==> src/rtl/rmh_mix.sv <==
// ----------------------------------------------------------------------------
// rmh_mix: iterative 64x64 -> 128 multiplier
// Four 32x32 partial products, one per cycle, summed into a 128-bit register.
// ----------------------------------------------------------------------------
module rmh_mix (
	input  logic        clk,
	input  logic        arst_n,
	input  logic        start,
	input  logic [63:0] a,
	input  logic [63:0] b,
	output logic        done,
	output logic        busy,
	output logic [63:0] lo,
	output logic [63:0] hi
);

	logic [63:0]  a_q, b_q;
	logic [2:0]   cnt_q;
	logic         run_q, pv_s1, done_q;
	logic [63:0]  prod_s1;
	logic [1:0]   sh_s1;
	logic [127:0] acc_q;
	logic [31:0]  opa, opb;
	logic [1:0]   sh;

	// partial product select
	always_comb begin
		case (cnt_q[1:0])
			2'd0: begin opa = a_q[31:0];  opb = b_q[31:0];  sh = 2'd0; end
			2'd1: begin opa = a_q[31:0];  opb = b_q[63:32]; sh = 2'd1; end
			2'd2: begin opa = a_q[63:32]; opb = b_q[31:0];  sh = 2'd1; end
			default: begin opa = a_q[63:32]; opb = b_q[63:32]; sh = 2'd2; end
		endcase
	end

	// control
	always_ff @(posedge clk or negedge arst_n) begin
		if (!arst_n) begin
			run_q  <= 1'b0;
			pv_s1  <= 1'b0;
			done_q <= 1'b0;
			cnt_q  <= '0;
		end else if (start) begin
			run_q  <= 1'b1;
			pv_s1  <= 1'b0;
			done_q <= 1'b0;
			cnt_q  <= '0;
		end else begin
			done_q <= 1'b0;
			if (run_q) begin
				if (cnt_q != 3'd4) begin
					pv_s1 <= 1'b1;
					cnt_q <= cnt_q + 3'd1;
				end else begin
					pv_s1  <= 1'b0;
					run_q  <= 1'b0;
					done_q <= 1'b1;
				end
			end
		end
	end

	// datapath
	always_ff @(posedge clk) begin
		if (start) begin
			a_q   <= a;
			b_q   <= b;
			acc_q <= '0;
		end else begin
			if (run_q && cnt_q != 3'd4) begin
				prod_s1 <= opa * opb;
				sh_s1   <= sh;
			end
			if (pv_s1) begin
				acc_q <= acc_q + ({64'b0, prod_s1} << {sh_s1, 5'b0});
			end
		end
	end

	assign done = done_q;
	assign busy = run_q;
	assign lo   = acc_q[63:0];
	assign hi   = acc_q[127:64];

endmodule

==> config.mk <==
export PLATFORM = sky130hd
export DESIGN_NAME = rmh_mix
export DESIGN_NICKNAME = d
export VERILOG_FILES = /design/src/rtl/rmh_mix.sv
export SDC_FILE = /design/constraint.sdc
export NUM_CORES = 2
export LEC_CHECK = 0
export ABC_AREA = 0
export BUFFER_PORTS_ARGS = -buffer_cell sky130_fd_sc_hd__buf_2
export CORE_MARGIN = 5
export CORE_UTILIZATION = 35
export DETAILED_ROUTE_END_ITERATION = 12
export GPL_TIMING_DRIVEN = 0
export SETUP_SLACK_MARGIN = 0.3
export SLEW_MARGIN = 15
export SYNTH_ARGS = -nofsm -noshare
export SYNTH_HDL_FRONTEND = slang
export SYNTH_SLANG_ARGS = --single-unit
==> constraint.sdc <==
create_clock -name clk -period 9.05 [get_ports clk]
set_clock_uncertainty 0.15 [all_clocks]
set_input_delay 1.81 -clock clk [delete_from_list [all_inputs] [get_ports clk]]
set_output_delay 1.81 -clock clk [all_outputs]
set_load 0.03 [all_outputs]
### Word-level counts from Yosys, hierarchy flattened

Cells that the tools add are included.

| storage, ports and cells | value |
|---|---|
| output and inout port bits | 130 |
| logic and storage cells | 40 |
| input bits | 131 |
| flip-flop bits (word level) | 328 |

| operators by class | value |
|---|---|
| $add $sub $neg | 2 |
| multiplexer cells | 14 |
| eq/ne operators | 3 |
| shift operators | 1 |
| multipliers | 1 |
| reduce and logical (&&, ||, !) cells | 9 |
| bitwise operators | 1 |

Operators with widths:

| operator | number |
|---|---|
| 128-bit adder | 1 |
| 64-bit by 7-bit << shifter with 128-bit output | 1 |
| 32-bit by 32-bit multiplier with 64-bit output | 1 |
| 32-bit two-way mux | 2 |
| 3-bit two-way mux | 3 |
| 1-bit two-way mux | 8 |
| 2-bit OR reduction | 3 |
| 2-bit one-hot mux with 2 select lines | 1 |
| 2-bit AND reduction | 2 |
| 2-bit nonzero test | 2 |
| 3-bit by 1-bit adder with 3-bit output, second input constant | 1 |
| 3-bit != test, second input constant | 1 |
| 2-bit by 1-bit equality test with 1-bit output, second input constant | 1 |
| 2-bit equality test, second input constant | 1 |
| 2-bit logical NOT | 1 |
| 1-bit logical AND | 1 |
| 1-bit NOT | 1 |

### Depth between registers and ports, before layout

| logic depth | value |
|---|---|
| depth in word-level cells | 4 |
| mapped depth | 37 |
| mapped depth without buffers | 33 |

### Least setup slack after synthesis

No wires, ideal clock.

| timing | value |
|---|---|
| path type | reg-to-reg |
| start point | register cnt_q[0] |
| end point | register prod_s1[61] (data pin) |
| buffers on the path | 4 |
| path slack | -0.585 ns |
| setup time | 0.258 ns |
| arrival time | 9.228 ns |
| clock period less this slack | 9.635 ns |
| cell stages (with the launch flop) | 34 |
| data required time | 8.642 ns |
| cells stage by stage | dfrtp_1 inv_1 ha_1 nor2_1 clkbuf_1 clkbuf_1 mux2i_1 clkbuf_1 nor2_1 fa_1 inv_1 fa_1 fa_1 fa_1 inv_1 fa_1 inv_1 fa_1 inv_1 fa_1 fa_1 ha_1 clkbuf_1 nand4_1 nor3_1 nand3_1 a311o_1 o211a_1 o31ai_4 a21o_1 a211oi_1 o21ai_0 a21oi_1 xnor2_1 |

| between the ends | value |
|---|---|
| word-level cells in the longest chain between the ends | 4 |
| elaborated cells on any way between the ends | 8 |
| those cells by class | mul (1); eq/ne (2); mux (2); reduce/logical (3) |

RTL lines:

| item | RTL line | source |
|---|---|---|
| start: declaration | 18 | `logic [2:0] cnt_q;` |
| start signal: assignment | 53 | `cnt_q <= cnt_q + 3'd1;` |
| 2-bit by 1-bit equality test with 1-bit output, or another cell as far along | 28 | `case (cnt_q[1:0])` |
| 2-bit OR reduction (no source line) | n/a |  |
| 32-bit two-way mux | 28 |  |
| 32-bit by 32-bit multiplier with 64-bit output (*) | 71 | `prod_s1 <= opa * opb;` |
| end signal: assignment | 71 |  |
| end: declaration | 20 | `logic [63:0] prod_s1;` |

Mark *: on every way between the ends. The rest lies on a longest branch, timed or not.
A chain may end at the register's enable or synchronous reset.

### Worst setup path in the final report

| timing | value |
|---|---|
| start point | register cnt_q[0] |
| end point | register prod_s1[56] (data pin) |

The elaborated chain is that of the path after synthesis.

==> run_results.csv <==
group,metric,value,unit
status,status,"complete, but fails checks",
status,violations,"setup timing",
clock_tree,cts_max_path_buffers,3,
clock_tree,cts_buffers,42,
logic_synthesis,syn-mean-instance-area,8.87,um2
floorplan,dieArea,0.160,mm2
setup_path,cp-start-kind,"register",
sta,slew_headroom,13.4,%
global_routing,grt_max_degree,93,
floorplan,die_y,400,um
sta,layout_min_cycle_time,9.36,ns
logic_synthesis,synth-seq-area-share,16.0,%
routing,final_antenna_net_count,0,
routing,drtPass1Iterations,6,
routing,wl_per_cell,26.7,um
setup_path,critPathMaxStageDelay,0.63,ns
placement,dpl.hpwl,188000,um
sta,setup_violations,12,
cells_and_area,seq_area,0.00854,mm2
setup_path,endpoint_kind,"register",
sta,fin_hold_ws,0.327,ns
logic_synthesis,synth_area,0.0533,mm2
floorplan,ios,261,
setup_path,cp_slowest_cell,"fa_2",
cells_and_area,fin_util,41.9,%
clock_tree,cts_root_buf,"clkbuf_16",
global_routing,grt_use_total,28.2,%
setup_path,critPathMostFrequentCell,"fa_1",
floorplan,fp.dieW,400,um
routing,drc,0,
setup_path,required,9.29,ns
cells_and_area,area_growth,19.3,%
logic_synthesis,synth_cells,6010,
clock_tree,insertion_delay,0.66,ns
logic_synthesis,yosys_most_used_dff,"edfxtp_1",
sta,setup_ws,-0.310,ns
clock_tree,htreeDepth,2,
logic_synthesis,yosysWarnings,0,
sta,rsz0062_at_grt,"yes",
clock_tree,clkSinkCount,328,
global_routing,grt_pass1_vias,48100,
placement,port_buffers,260,
placement,place_inst,8313,
cells_and_area,multiInputGateArea,0.0415,mm2
cells_and_area,nNetsFinal,7949,
sta,max_clock_freq,0.107,GHz
flow_run,cap_viol_max_count,0,
cells_and_area,layoutNonFillerInstCount,8591,
setup_path,crit_arrival,9.60,ns
placement,gp_congestion,1.08,
logic_synthesis,synth_nets,7433,
routing,wl,229000,um
global_routing,grt_overflow,0,
routing,vias,46700,
routing,drtIter0Drc,4010,
setup_path,cp_max_fo,8,
cells_and_area,drive_above_1_share,15.5,%
logic_synthesis,synth_edf_count,194,
floorplan,rows,143,
clock_tree,cts_tree,"built",
sta,period_share,103,%
logic_synthesis,async_flop_share,1.83,%
sta,final_hold_viol_count,0,
routing,routed_via_density,5.44,
setup_path,critical_path_class,"register to register",
logic_synthesis,ys_ff_latch,328,
floorplan,core,0.152,mm2
cells_and_area,fillCellCount,15100,
logic_synthesis,synthDistinctLibCells,79,
floorplan,initial_core_util,35.1,%
clock_tree,clk_pin_slew,0.06,ns
sta,drv_slew,0,
global_routing,antenna_found_initial,6,
global_routing,grt_first_pass_wirelength,327000,um
sta,worst_slew_pin_slew,1.26,ns
hold_path,min_path_type,"register to register",
==> cell usage in the layout, fill, tap and decap left out, drive strengths merged, types with 7 or more instances in the layout <==
master	count
inv	940
fa	897
nor2	819
nand2	712
buf	533
ha	395
a21oi	298
clkbuf	278
o21ai	218
edfxtp	194
mux2i	141
dfxtp	128
xnor2	117
a21o	107
nand4	84
mux2	63
xor2	58
o21bai	50
nor2b	49
and2	47
nand3	43
nor3	38
a22o	36
o21a	27
a31oi	22
nand2b	19
o31ai	19
or2	19
a211oi	19
clkinv	18
and4	16
a21boi	14
nor4	13
o211ai	12
a221oi	11
and3	10
or3	7
==> flip-flops by register name, summed over array words and instances, names as in the netlist <==
signal,cells
pv_s1,1
done,1
prod_s1,64
sh_s1,2
busy,1
acc_q,128
a_q,64
b_q,64
cnt_q,3
==> logic make-up after synthesis <==
kind of cell	count (synthesis)	share of synthesized area [%]
AND/OR/NAND/NOR	1893	15.0
flip-flops	328	16.0
XOR/XNOR	175	2.88
adder cells (fa/ha/maj)	1292	43.0
multiplexers	204	3.99
AO/OA/AOI/OAI	889	10.4
buffers and inverters	1229	8.74
==> area by class of cell <==
type | instances | area share [%]
diodes | 2 | 0.00787
multi-input cells | 4453 | 65.3
clock inverters | 30 | 0.537
clock buffers | 47 | 1.68
inverters | 937 | 5.53
well taps | 2030 | 4.00
flip-flops and latches | 328 | 13.4
repair buffers | 473 | 5.43
plain buffers | 291 | 4.11
==> through the flow <==
stage	setup TNS, ns	setup slack (ns)	area [um2]
2_1_floorplan	0	0.336	53600
3_3_place_gp	-77.87	-2.69	57500
3_5_place_dp	-65.16	-2.61	57800
4_1_cts	-1.38	-0.249	63000
5_1_grt	-4.58	-0.504	63600
6_report	-1.93	-0.310	63600
==> metal layers <==
| layer | global-route usage (%) | up-vias | share of wire [%] |
|---|---|---|---|
| met5 | 0 | - | 0 |
| li1 | - | 20300 | - |
| met2 | 43.9 | 2553 | 44 |
| met1 | 34.6 | 23100 | 38 |
| met4 | 18.8 | 0 | 8.6 |
| met3 | 7.26 | 717 | 10 |
==> critical path, delay by kind of cell (launching register included) <==
family | cells | cell delay [ns]
buffers and inverters | 13 | 1.78
AND/OR/NAND/NOR | 2 | 0.18
adder cells (fa/ha/maj) | 10 | 4.68
XOR/XNOR | 1 | 0.15
multiplexers | 1 | 0.26
AO/OA/AOI/OAI | 9 | 1.47
flip-flops | 1 | 0.40
==> path summary, 6_finish.rpt <==
| check | startpoint | to | slack (ns) | cells past startpoint |
|---|---|---|---|---|
| max reg2reg | cnt_q[0] | prod_s1[56] | -0.31 | 36 |
| min reg2reg | acc_q[95] | acc_q[95] | 0.33 | 2 |
| max in group asynchronous | arst_n | cnt_q[2] | 7.65 | 1 |
| min | acc_q[95] | acc_q[95] | 0.33 | 2 |
| min in group asynchronous | arst_n | done | 0.87 | 1 |
| max | cnt_q[0] | prod_s1[56] | -0.31 | 36 |
==> synthesized netlist by cell type, types with 6 or more instances <==
master / count / area [um2]
inv_1: 936 / 3510
fa_1: 897 / 18000
nor2_1: 819 / 3070
nand2_1: 712 / 2670
ha_1: 395 / 4940
a21oi_1: 298 / 1490
clkbuf_1: 250 / 938
o21ai_0: 207 / 1040
edfxtp_1: 194 / 5830
mux2i_1: 141 / 1410
dfxtp_1: 128 / 2560
xnor2_1: 117 / 1020
a21o_1: 107 / 803
nand4_1: 84 / 526
mux2_2: 62 / 698
xor2_1: 58 / 508
nor2b_1: 49 / 307
o21bai_1: 49 / 368
and2_1: 47 / 294
nand3_1: 43 / 215
nor3_1: 37 / 185
a22o_1: 36 / 315
buf_2: 31 / 155
o21a_1: 27 / 203
a31oi_1: 22 / 138
nand2b_1: 19 / 119
a211oi_1: 18 / 135
o31ai_1: 18 / 135
or2_2: 17 / 106
and4_1: 16 / 140
a21boi_0: 14 / 105
o211ai_1: 12 / 90.1
a221oi_1: 11 / 96.3
nor4_1: 11 / 68.8
o21ai_1: 11 / 55.1
and3_1: 10 / 62.6
buf_1: 8 / 30.0
or3_1: 7 / 43.8
a211o_1: 6 / 52.6
a221o_1: 6 / 60.1
dfrtp_1: 6 / 150
or4_1: 6 / 45.0
==> timing repair <==
action                                  in CTS  in global routing
hold buffers                                 0                  0
gates resized for setup                    526                 92
gates cloned                                 4                  0
pin swaps                                   96                 29
buffers inserted                           164                 32
endpoints found under the setup margin      53                 34
Power is not shown: default switching activity piles up to over one toggle a cycle in this logic, so the estimate is an artifact.
