<file path="config.mk">
export PLATFORM = sky130hd
export DESIGN_NAME = rmh_ram
export DESIGN_NICKNAME = d
export VERILOG_FILES = /design/src/rtl/rmh_ram.sv
export SDC_FILE = /design/constraint.sdc
export NUM_CORES = 1
export LEC_CHECK = 0
export BUFFER_PORTS_ARGS = -buffer_cell sky130_fd_sc_hd__buf_2
export CAP_MARGIN = 5
export CORE_MARGIN = 4
export CORE_UTILIZATION = 40
export CTS_CLUSTER_SIZE = 10
export DETAILED_ROUTE_END_ITERATION = 12
export PLACE_DENSITY = 0.59
export SYNTH_ARGS = -nofsm -noshare
export SYNTH_HDL_FRONTEND = slang
export SYNTH_SLANG_ARGS = --single-unit
</file>
<file path="constraint.sdc">
create_clock -name clk -period 9.7 [get_ports clk]
set_input_delay 1.94 -clock clk [delete_from_list [all_inputs] [get_ports clk]]
set_output_delay 1.94 -clock clk [all_outputs]
set_load 0.01 [all_outputs]
</file>
<file path="src/rtl/rmh_ram.sv">
// ----------------------------------------------------------------------------
// rmh_ram: generic single-write, single-read RAM
// One write port and one read port, read data registered.
// ----------------------------------------------------------------------------
module rmh_ram #(
	parameter int WIDTH = 64,
	parameter int DEPTH = 16
) (
	input  logic                     clk,
	input  logic                     we,
	input  logic [$clog2(DEPTH)-1:0] waddr,
	input  logic [WIDTH-1:0]         wdata,
	input  logic [$clog2(DEPTH)-1:0] raddr,
	output logic [WIDTH-1:0]         rdata
);

	logic [WIDTH-1:0] mem_q [DEPTH];

	always_ff @(posedge clk) begin
		if (we) begin
			mem_q[waddr] <= wdata;
		end
		rdata <= mem_q[raddr];
	end

endmodule

</file>
# Word level (Yosys, flattened, before mapping)
# Memories as Yosys holds them, arrays and structs flattened. A register that Yosys moved wholly into a read port is not among the register bits.
# Index checks and enable logic that the tools add are counted.
dict set report op_classes {
  muxes 2
}
# operator n
set ops {}
lappend ops {{1-bit two-way mux} 2}
dict set report totals {
  n_memories 1
  ram_bits 1024
  output_inout_bits 64
  input_bits 74
  regBits 0
  wordCells 3
}
# memory depth word_bits rd rd_clocked_by_memory_dff wr line_no
set mem_list {}
lappend mem_list {mem_q 16 64 1 1 1 17} ;# logic [WIDTH-1:0] mem_q [DEPTH];

# Logic depth before layout (Yosys ltp)
# Gate-level depths: netlist of the first run.
dict set report logic_depth {
  ltp_word 2
  ltp_mapped 6
  mapped_depth_nobuf 3
}

# Worst setup path after synthesis of the first run
# No wires, ideal clock.
dict set report synth_path {
  path_type {input-to-reg}
  startpoint {in waddr[2]}
  endpoint {mem mem_q[0][0] (enable)}
  t_required_ps 9135
  n_path_buf 0
  cell_stages 2
  setup_time_ps 565
  t_arrival_ps 6803
  slack_ps 2331
  path_cell_list {or3b_2 -> nor3_1}
}
# item line_no
set synth_rtl {}
lappend synth_rtl {{start, declared} 11} ;# input logic [$clog2(DEPTH)-1:0] waddr,
lappend synth_rtl {{end, declared} 17}
# Straight into the memory's write port.

# Final worst setup path of the first run
dict set report layout_path {
  startpoint {in waddr[3]}
  endpoint {mem mem_q[7][54] (enable)}
}
# Straight into the memory's write port.

==> impl_metrics.tcl, run 1 <==
set metrics [dict create \
    overflow 0 \
    cts.sinks 1088 \
    fp.dieW_um 322.6 \
    hold_depth 3 \
    worstPathRequired_ns 9.98 \
    port_buffers 137 \
    crit_path_end_kind "register" \
    area.growth.synth_to_final_pct 14.53 \
    critPathMaxFanout 41 \
    cts_tree "yes" \
    synth_top_area_share_pct 77.69 \
    vias_per_cell 5.482 \
    io_pins 138 \
    ant_nets 0 \
    finClkSkew_ns 0.02004 \
    critPathKind "in2reg" \
    avgSynthCellArea_um2 24.03 \
    cts_setup_buffers 0 \
    htreeDepth 3 \
    clk_pin_slew_ns 0.06 \
    synthTopCellsByArea "edfxtp_1 78%, mux4_2 15%, dfxtp_1 3.2%" \
    coreArea_mm2 0.09828 \
    cp_top_family "simple AND/OR/NAND/NOR gates" \
    cp_slowest_cell "nor2_4" \
    final-seq-area_mm2 0.03203 \
    rr_startpoint "mem_q[10][54]" \
    grt_pass1_vias 19200 \
    nets 1929 \
    rsz0062_at_grt "false" \
    reg2reg_setup_slack_ns 8.27 \
    yosysSeqAreaShare_pct 80.92 \
    hp-class "reg2reg" \
    drv_slew 0 \
    synth_top_area_cell "edfxtp_1" \
    peakVddDrop_uv 123.8 \
    tns_ns 0 \
    hold_violations 0 \
    power_per_cell_area_mw_per_mm2 215.4 \
    detailed_place.area_mm2 0.04187 \
    drc 0 \
    clock-root-buffer "clkbuf_16" \
    status "finished, final reports clean" \
    grt_pass1_wl_um 129500 \
    worst_path_largest_cell_delay_ns 0.93 \
    initial_core_util_pct 40.28 \
    routed_wl_um 87720 \
    multi_input_area_mm2 0.007234 \
    maxCapViolCount 0 \
    async_reset_ff_share_pct 0 \
    total_power_mw 9.763 \
    clock_latency_ns 0.67 \
    worstRegToRegCells 3 \
    numCtsBuffers 119 \
    final_cell_area_mm2 0.04533 \
    wl_per_cell_um 27.07 \
    critical_path_arrival_ns 4.19 \
    synth.net_count 1721 \
    timing.rr.end "rdata[54]" \
    synth_seq_cells 1088 \
    vias 17760 \
    first_pass_iters 5 \
    timing.final.crit_share_pct 40.30 \
    drive_gt1_share_pct 29.50 \
    gp_congestion 0.6902 \
    synth.distinct_cells 18 \
    grt_max_degree 133 \
    setup_viol 0 \
    total_leakage_power_nw 14.38 \
    track_usage_pct 17.06 \
    tightestPinTransition_ns 1.143 \
    die_h_um 322.6 \
    yosys.cell_count.top_type "edfxtp_1" \
    dpl.cell_count 3021 \
    fin_hold_ws_ns 0.6636 \
    synth-edff-count 1024 \
    dr.first_iter.drc_count 1748 \
    clk_path_buf_depth 3 \
    relSlewSlack_pct 23.61 \
    hold_path.startpoint "mem_q[15][49]" \
    fin_cells 3240 \
    ys.flop_type "edfxtp_1" \
    yosys_warnings 0 \
    hold_buffers 0 \
    synthTopCellsByCount "1024 x edfxtp_1, 256 x mux4_2, 128 x a22oi_1, 65 x nand2_1, 64 x dfxtp_1" \
    path_cells "buf_2 > nand3b_1 > nor2_4 > buf_4" \
    cts.repair.resized 0 \
    start_kind "primary input" \
    crit_buf_inv 2 \
    whs_endpoint "rdata[49]" \
    num_rows 115 \
    antenna_found_initial 16 \
    timing.fmax_mhz 255.8 \
    hpwl_um 42960 \
    final.fill_count 8066 \
    syn_area_mm2 0.03958 \
    synthCells 1647 \
    fin_crit_ns 3.909 \
    dieArea_mm2 0.1041 \
]
## state kept, by name, summed over array words and instances (netlist names)
name	count
rdata	64
mem_q	1024
## tightest hold or removal path: cells and delay by family, from the launching register on
kind	cells	cell delay [ns]
compound gates	1	0.06
flops	1	0.31
mux	1	0.23
simple gates	1	0.05
## stage by stage
step	util [%]	setup slack (ns)
after global placement	42.61	5.085
after CTS	46.12	5.784
after detailed placement	42.61	5.076
final	46.13	5.791
after floorplan	-	2.331
after global routing	46.12	5.638
## placed cells by master, fill, tap and decap left out, types with 2 or more instances in the layout
| master | count |
|---|---|
| nor2_4 | 13 |
| nand2_1 | 65 |
| dfxtp_1 | 64 |
| clkbuf_1 | 87 |
| a22oi_1 | 128 |
| buf_2 | 135 |
| nor2b_4 | 2 |
| nor3_2 | 4 |
| clkbuf_16 | 121 |
| diode_2 | 4 |
| buf_8 | 2 |
| inv_16 | 2 |
| mux4_2 | 256 |
| edfxtp_1 | 1024 |
| buf_12 | 3 |
| nand2b_1 | 2 |
| clkinv_8 | 2 |
| nand3b_1 | 2 |
| buf_4 | 31 |
## worst max path at each step
stage / end / slack (ns) / startpoint / depth (start not counted)
after floorplan: mem_q[0][0] / 2.33 / waddr[2] / 2
after global placement: mem_q[6][53] / 5.08 / waddr[3] / 4
after detailed placement: mem_q[7][53] / 5.08 / waddr[3] / 4
after CTS: mem_q[7][56] / 5.78 / waddr[3] / 4
after global routing: rdata[1] / 5.64 / raddr[0] / 5
final: mem_q[7][54] / 5.79 / waddr[3] / 4
## report_power, final
| part | switching [mW] | internal (mW) |
|---|---|---|
| combinational | 0.271 | 0.180 |
| sequential | 0.0365 | 5.26 |
| clock | 1.70 | 2.32 |
## layout make-up
| type | count | area share [%] |
|---|---|---|
| diodes | 4 | 0.02208 |
| repair buffers | 171 | 2.203 |
| flip-flops and latches | 1088 | 70.66 |
| clock inverters | 7 | 0.2043 |
| well taps | 1287 | 3.552 |
| clock buffers | 208 | 7.400 |
| multi-input cells | 475 | 15.96 |
## logic make-up (layout without fill, tap and decap cells)
family	after synthesis	in the layout	synth area share, %
DFF	1088	1088	80.92
buffers and inverters	84	386	1.141
other	0	4	0
and+or+nand+nor	91	91	0.9420
AOI/OAI and AO/OA	128	128	2.428
muxes	256	256	14.57
## metal layers
metal	global-route usage, %	vias to the layer above	wire length, µm
met2	27.50	572	42700
met5	0	-	78
met1	24.33	9573	37410
li1	-	7481	-
met4	3.988	10	1408
met3	3.332	126	6119
Power figures use the tool's default switching activity.
==> run 2: changes to the inputs <==
Clock period 9.7 ns to 3.8 ns, I/O delays scaled along.
==> run 2 against run 1 <==
Effect of this change: flip-flop and latch count unchanged; wire length up 2.0%; worst setup slack worse by 4.1 ns; non-clock buffer count up 22; combinational power rose to 2.7 times the previous value; register-to-register slack worse by 6.0 ns; sequential power rose to 2.5 times the previous value; first-iteration DRC count up 3.7%; hold slack worse by 0.21 ns; critical endpoint is now mem_q[2][55]; largest cell class unchanged.
==> impl_metrics.tcl, run 2 (synthesis results as in run 1) <==
set metrics [dict create \
    maxCapViolCount 0 \
    port_buffers 137 \
    hp-class "in2reg" \
    num_rows 115 \
    final_core_util_pct 46.76 \
    antenna_found_initial 13 \
    grt_max_degree 65 \
    rsz0062_at_grt "false" \
    timing.fmax_mhz 477.2 \
    tightestPinTransition_ns 0.7321 \
    largest_reg_flops 1024 \
    dpl.cell_count 3043 \
    io_pins 138 \
    final_common_cell "edfxtp_1" \
    critPathMaxFanout 32 \
    clock-root-buffer "clkbuf_16" \
    total_power_mw 25.06 \
    setup_viol 0 \
    fp.dieW_um 322.6 \
    finClkSkew_ns 0.01908 \
    clk_path_buf_depth 3 \
    final-seq-area_mm2 0.03203 \
    largest-register "mem_q" \
    fin_cells 3259 \
    reg.largest.list "mem_q x1024, rdata x64" \
    final.fill_count 7955 \
    area.growth.synth_to_final_pct 16.11 \
    busiest_layer "met2" \
    met1_usage_pct 24.44 \
    fin_crit_ns 2.095 \
    overflow 0 \
    ant_nets 0 \
    multi_input_area_mm2 0.007259 \
    combPwrFrac_pct 4.8 \
    power_per_cell_area_mw_per_mm2 545.3 \
    peakVddDrop_uv 365.9 \
    grt_pass1_vias 19330 \
    hold_buffers 0 \
    gp_congestion 0.7160 \
    place_ws_ns 1.001 \
    use_met2_pct 28.22 \
    p_int_mw 19.91 \
    use_met3_pct 3.187 \
    hold_violations 0 \
    dr.first_iter.drc_count 1812 \
    clk_pin_slew_ns 0.06 \
    cts.repair.resized 0 \
    nets 1951 \
    start_kind "primary input" \
    drive_gt1_share_pct 30.30 \
    initial_core_util_pct 40.28 \
    die_h_um 322.6 \
    fin_hold_ws_ns 0.4504 \
    relSlewSlack_pct 51.08 \
    dieArea_mm2 0.1041 \
    htreeDepth 3 \
    cts_setup_buffers 0 \
    final_cell_mix "1024 x edfxtp_1, 256 x mux4_2, 135 x buf_2" \
    sw_frac_of_total_pct 20.55 \
    p_sw_mw 5.151 \
    first_pass_iters 5 \
    track_usage_pct 17.37 \
    vias_per_cell 5.513 \
    clock_latency_ns 0.69 \
    hpwl_um 44980 \
    critPathKind "in2reg" \
    timing.final.crit_share_pct 55.14 \
    drv_slew 0 \
    critical_path_arrival_ns 2.45 \
    numCtsBuffers 119 \
    coreArea_mm2 0.09828 \
    final_cell_area_mm2 0.04596 \
    tns_ns 0 \
    grt_pass1_wl_um 131300 \
    clockPowerShare_pct 41.2 \
    seq_power_share_pct 54.0 \
    detailed_place.area_mm2 0.04249 \
    drc 0 \
    cts.sinks 1088 \
    crit_path_end_kind "register" \
    fin_ws_ns 1.705 \
    status "finished, final reports clean" \
    routed_wl_um 89440 \
    reg2reg_setup_slack_ns 2.23 \
    wl_per_cell_um 27.44 \
    total_leakage_power_nw 14.63 \
    worstPathRequired_ns 4.15 \
    cts_tree "yes" \
    vias 17970 \
]
## run 2: worst max-delay path, stage by stage
cell    delay (ns)
buf_2         0.12
or3b_2        0.61
nor2_4        0.59
buf_12        0.33
## run 2: routing by layer
| metal | routed length, µm | part of all wire, % |
|---|---|---|
| met1 | 38520 | 43 |
| met4 | 1741 | 1.9 |
| met2 | 43620 | 49 |
| met3 | 5484 | 6.1 |
| met5 | 69 | 0.077 |
## run 2: path summary, 6_finish.rpt
kind,from,to,cells after the start
hold / removal,wdata[30],mem_q[14][30],1
setup reg to reg,mem_q[0][16],rdata[16],3
setup / recovery,waddr[2],mem_q[2][55],4
hold reg to reg,mem_q[14][28],rdata[28],3
## run 2: power groups by stage
stage	clock, mW	sequential [mW]	combinational (mW)
5_1_grt	11.1	13.5	1.32
3_3_place_gp	0	13.8	1.21
6_report	10.3	13.5	1.21
2_1_floorplan	0	13.8	0.642
4_1_cts	10.6	13.5	1.24
3_5_place_dp	0	13.8	1.24
## run 2: final cells by class
cell class                 count  share of cell area [%]
timing repair buffer         193                   3.458
antenna                        2                 0.01089
tap                         1287                   3.504
clock inverter                 6                  0.2341
clock buffer                 208                   7.299
sequential                  1088                   69.70
multi-input combinational    475                   15.80
==> run 3: changes to the inputs <==
Settings changed: ABC_AREA set to 1, PLACE_DENSITY 0.59 to 0.61.
Clock period 3.8 ns to 1.7 ns, I/O delays scaled along.
==> run 3 against run 2 <==
Effect of this change: critical path depth down 3; clock skew is 0.024 ns higher; synthesized cell count increased to 2.6 times the previous value; non-clock buffer count up 175; combinational power grew to 3.3 times the previous value; sequential share of layout area fell by 10 points.
==> impl_metrics.tcl, run 3 <==
set metrics [dict create \
    status "finished, final reports clean" \
    synthTopCellsByArea "edfxtp_1 68%, nand2_1 11%, nand3_1 8.5%" \
    setup_viol 0 \
    async_reset_ff_share_pct 0 \
    nets 4564 \
    track_usage_pct 19.44 \
    dr.first_iter.drc_count 2686 \
    synth_top_area_cell "edfxtp_1" \
    timing.final.crit_share_pct 97.57 \
    p_sw_mw 13.26 \
    cts_tree "yes" \
    combPwrFrac_pct 6.9 \
    worst_path_largest_cell_delay_ns 0.44 \
    final.fill_count 10010 \
    yosys_warnings 0 \
    area.growth.synth_to_final_pct 18.50 \
    clock_latency_ns 0.72 \
    cts_setup_buffers 0 \
    maxCapViolCount 0 \
    clk_pin_slew_ns 0.06 \
    coreArea_mm2 0.1125 \
    io_pins 138 \
    cp_top_family "flip-flops" \
    numCtsBuffers 121 \
    initial_core_util_pct 40.25 \
    synth_seq_cells 1088 \
    gp_congestion 0.7917 \
    peakVddDrop_uv 1156 \
    antenna_found_initial 3 \
    yosysSeqAreaShare_pct 70.73 \
    total_power_mw 58.14 \
    crit_path_end_kind "output pin" \
    hp-class "in2reg" \
    timing.fmax_mhz 602.9 \
    syn_area_mm2 0.04529 \
    start_kind "register" \
    drive_gt1_share_pct 10.80 \
    tightestPinTransition_ns 0.4591 \
    synthTopCellsByCount "1349 x nand2_1, 1024 x edfxtp_1, 771 x inv_1, 769 x nand3_1, 116 x buf_2" \
    avgSynthCellArea_um2 10.76 \
    grt_pass1_vias 28610 \
    port_buffers 137 \
    largest_reg_flops 1024 \
    grt_pass1_wl_um 176000 \
    synth.distinct_cells 15 \
    dpl.cell_count 5831 \
    fp.dieW_um 344.5 \
    yosys.cell_count.top_type "nand2_1" \
    first_pass_iters 6 \
    synth.net_count 4284 \
    die_h_um 344.5 \
    reg.largest.list "mem_q x1024, rdata x64" \
    hold_violations 0 \
    critPathKind "reg2out" \
    grt_max_degree 75 \
    seq_power_share_pct 52.0 \
    fin_cells 6095 \
    cts.sinks 1088 \
    crit_buf_inv 1 \
    busiest_layer "met2" \
    synth_top_area_share_pct 67.90 \
    total_leakage_power_nw 22.71 \
    finClkSkew_ns 0.04332 \
    hpwl_um 69540 \
    clockPowerShare_pct 41.1 \
    worstPathRequired_ns 1.36 \
    htreeDepth 3 \
    critPathMaxFanout 1 \
    path_cells "buf_2" \
    ys.flop_type "edfxtp_1" \
    routed_wl_um 115500 \
    drc 0 \
    overflow 0 \
    relSlewSlack_pct 69.40 \
    fin_crit_ns 1.659 \
    use_met2_pct 31.57 \
    dieArea_mm2 0.1187 \
    final_cell_mix "1345 x nand2_1, 1024 x edfxtp_1, 768 x nand3_1, 768 x inv_1, 132 x buf_2" \
    sw_frac_of_total_pct 22.80 \
    met1_usage_pct 27.38 \
    power_per_cell_area_mw_per_mm2 1083 \
    drv_slew 0 \
    largest-register "mem_q" \
    wl_per_cell_um 18.96 \
    ant_nets 0 \
    rsz0062_at_grt "false" \
    vias_per_cell 4.868 \
    synthCells 4210 \
    synth-edff-count 1024 \
    vias 29670 \
    p_int_mw 44.88 \
    clk_path_buf_depth 3 \
    final_common_cell "nand2_1" \
    critical_path_arrival_ns 1.32 \
    use_met3_pct 2.930 \
    cp_slowest_cell "dfxtp_1" \
    clock-root-buffer "clkbuf_16" \
    num_rows 123 \
]
## run 3: layout make-up
cell class | count | area (µm²) | area share, %
antenna | 2 | 5.005 | 0.009326
clock buffer | 214 | 3377 | 6.293
clock inverter | 12 | 207.7 | 0.3870
inverter | 774 | 2944 | 5.486
multi-input combinational | 2137 | 9161 | 17.07
sequential | 1088 | 32040 | 59.70
tap | 1500 | 1877 | 3.497
timing repair buffer | 368 | 4055 | 7.557
## run 3: final timing paths
path	start	end	slack (ns)	cells past startpoint
worst min register to register	mem_q[3][11]	rdata[11]	0.65	6
worst min-delay path	wdata[38]	mem_q[5][38]	0.05	1
worst max-delay path	rdata[14]	rdata[14]	0.04	1
worst max register to register	mem_q[1][7]	rdata[7]	0.60	6
## run 3: cells by family after synthesis
group,share of synthesized area [%]
simple gates,19.85
buf+inv,9.416
flops,70.73
## run 3: power groups by stage
stage	clock network [mW]	registers (mW)	logic (mW)
2_1_floorplan	0	30.8	2.05
3_3_place_gp	0	30.8	3.96
4_1_cts	24.4	30.2	4.08
6_report	23.9	30.2	4.04
3_5_place_dp	0	30.8	3.99
5_1_grt	25.5	30.2	4.46
## run 3: per-layer routing
layer | vias up | part of all wire [%]
li1 | 14200 | -
met1 | 14370 | 44
met2 | 928 | 47
met3 | 174 | 6.2
met4 | 2 | 2.5
met5 | - | 0.0061
## run 3: repair_timing
item                                    CTS  global route
endpoints found under the hold margin   379             0
resized for setup                         5             0
hold buffers                             36             0
endpoints found under the setup margin    4             0
## run 3: stage by stage
| stage | utilization [%] | setup slack [ns] | area (µm²) | setup TNS, ns | hold WS [ns] |
|---|---|---|---|---|---|
| 2_1_floorplan | - | -0.4498 | 45460 | -343.57 | 0.4389 |
| 3_3_place_gp | 44.18 | -0.05351 | 49710 | -4.892 | 0.6372 |
| 3_5_place_dp | 44.18 | -0.06942 | 49710 | -2.864 | 0.6429 |
| 5_1_grt | 47.70 | 0.02784 | 53660 | 0 | 0.02904 |
| 4_1_cts | 47.70 | 0.01218 | 53660 | 0 | 0.005674 |
| 6_report | 47.70 | 0.04139 | 53660 | 0 | 0.04654 |
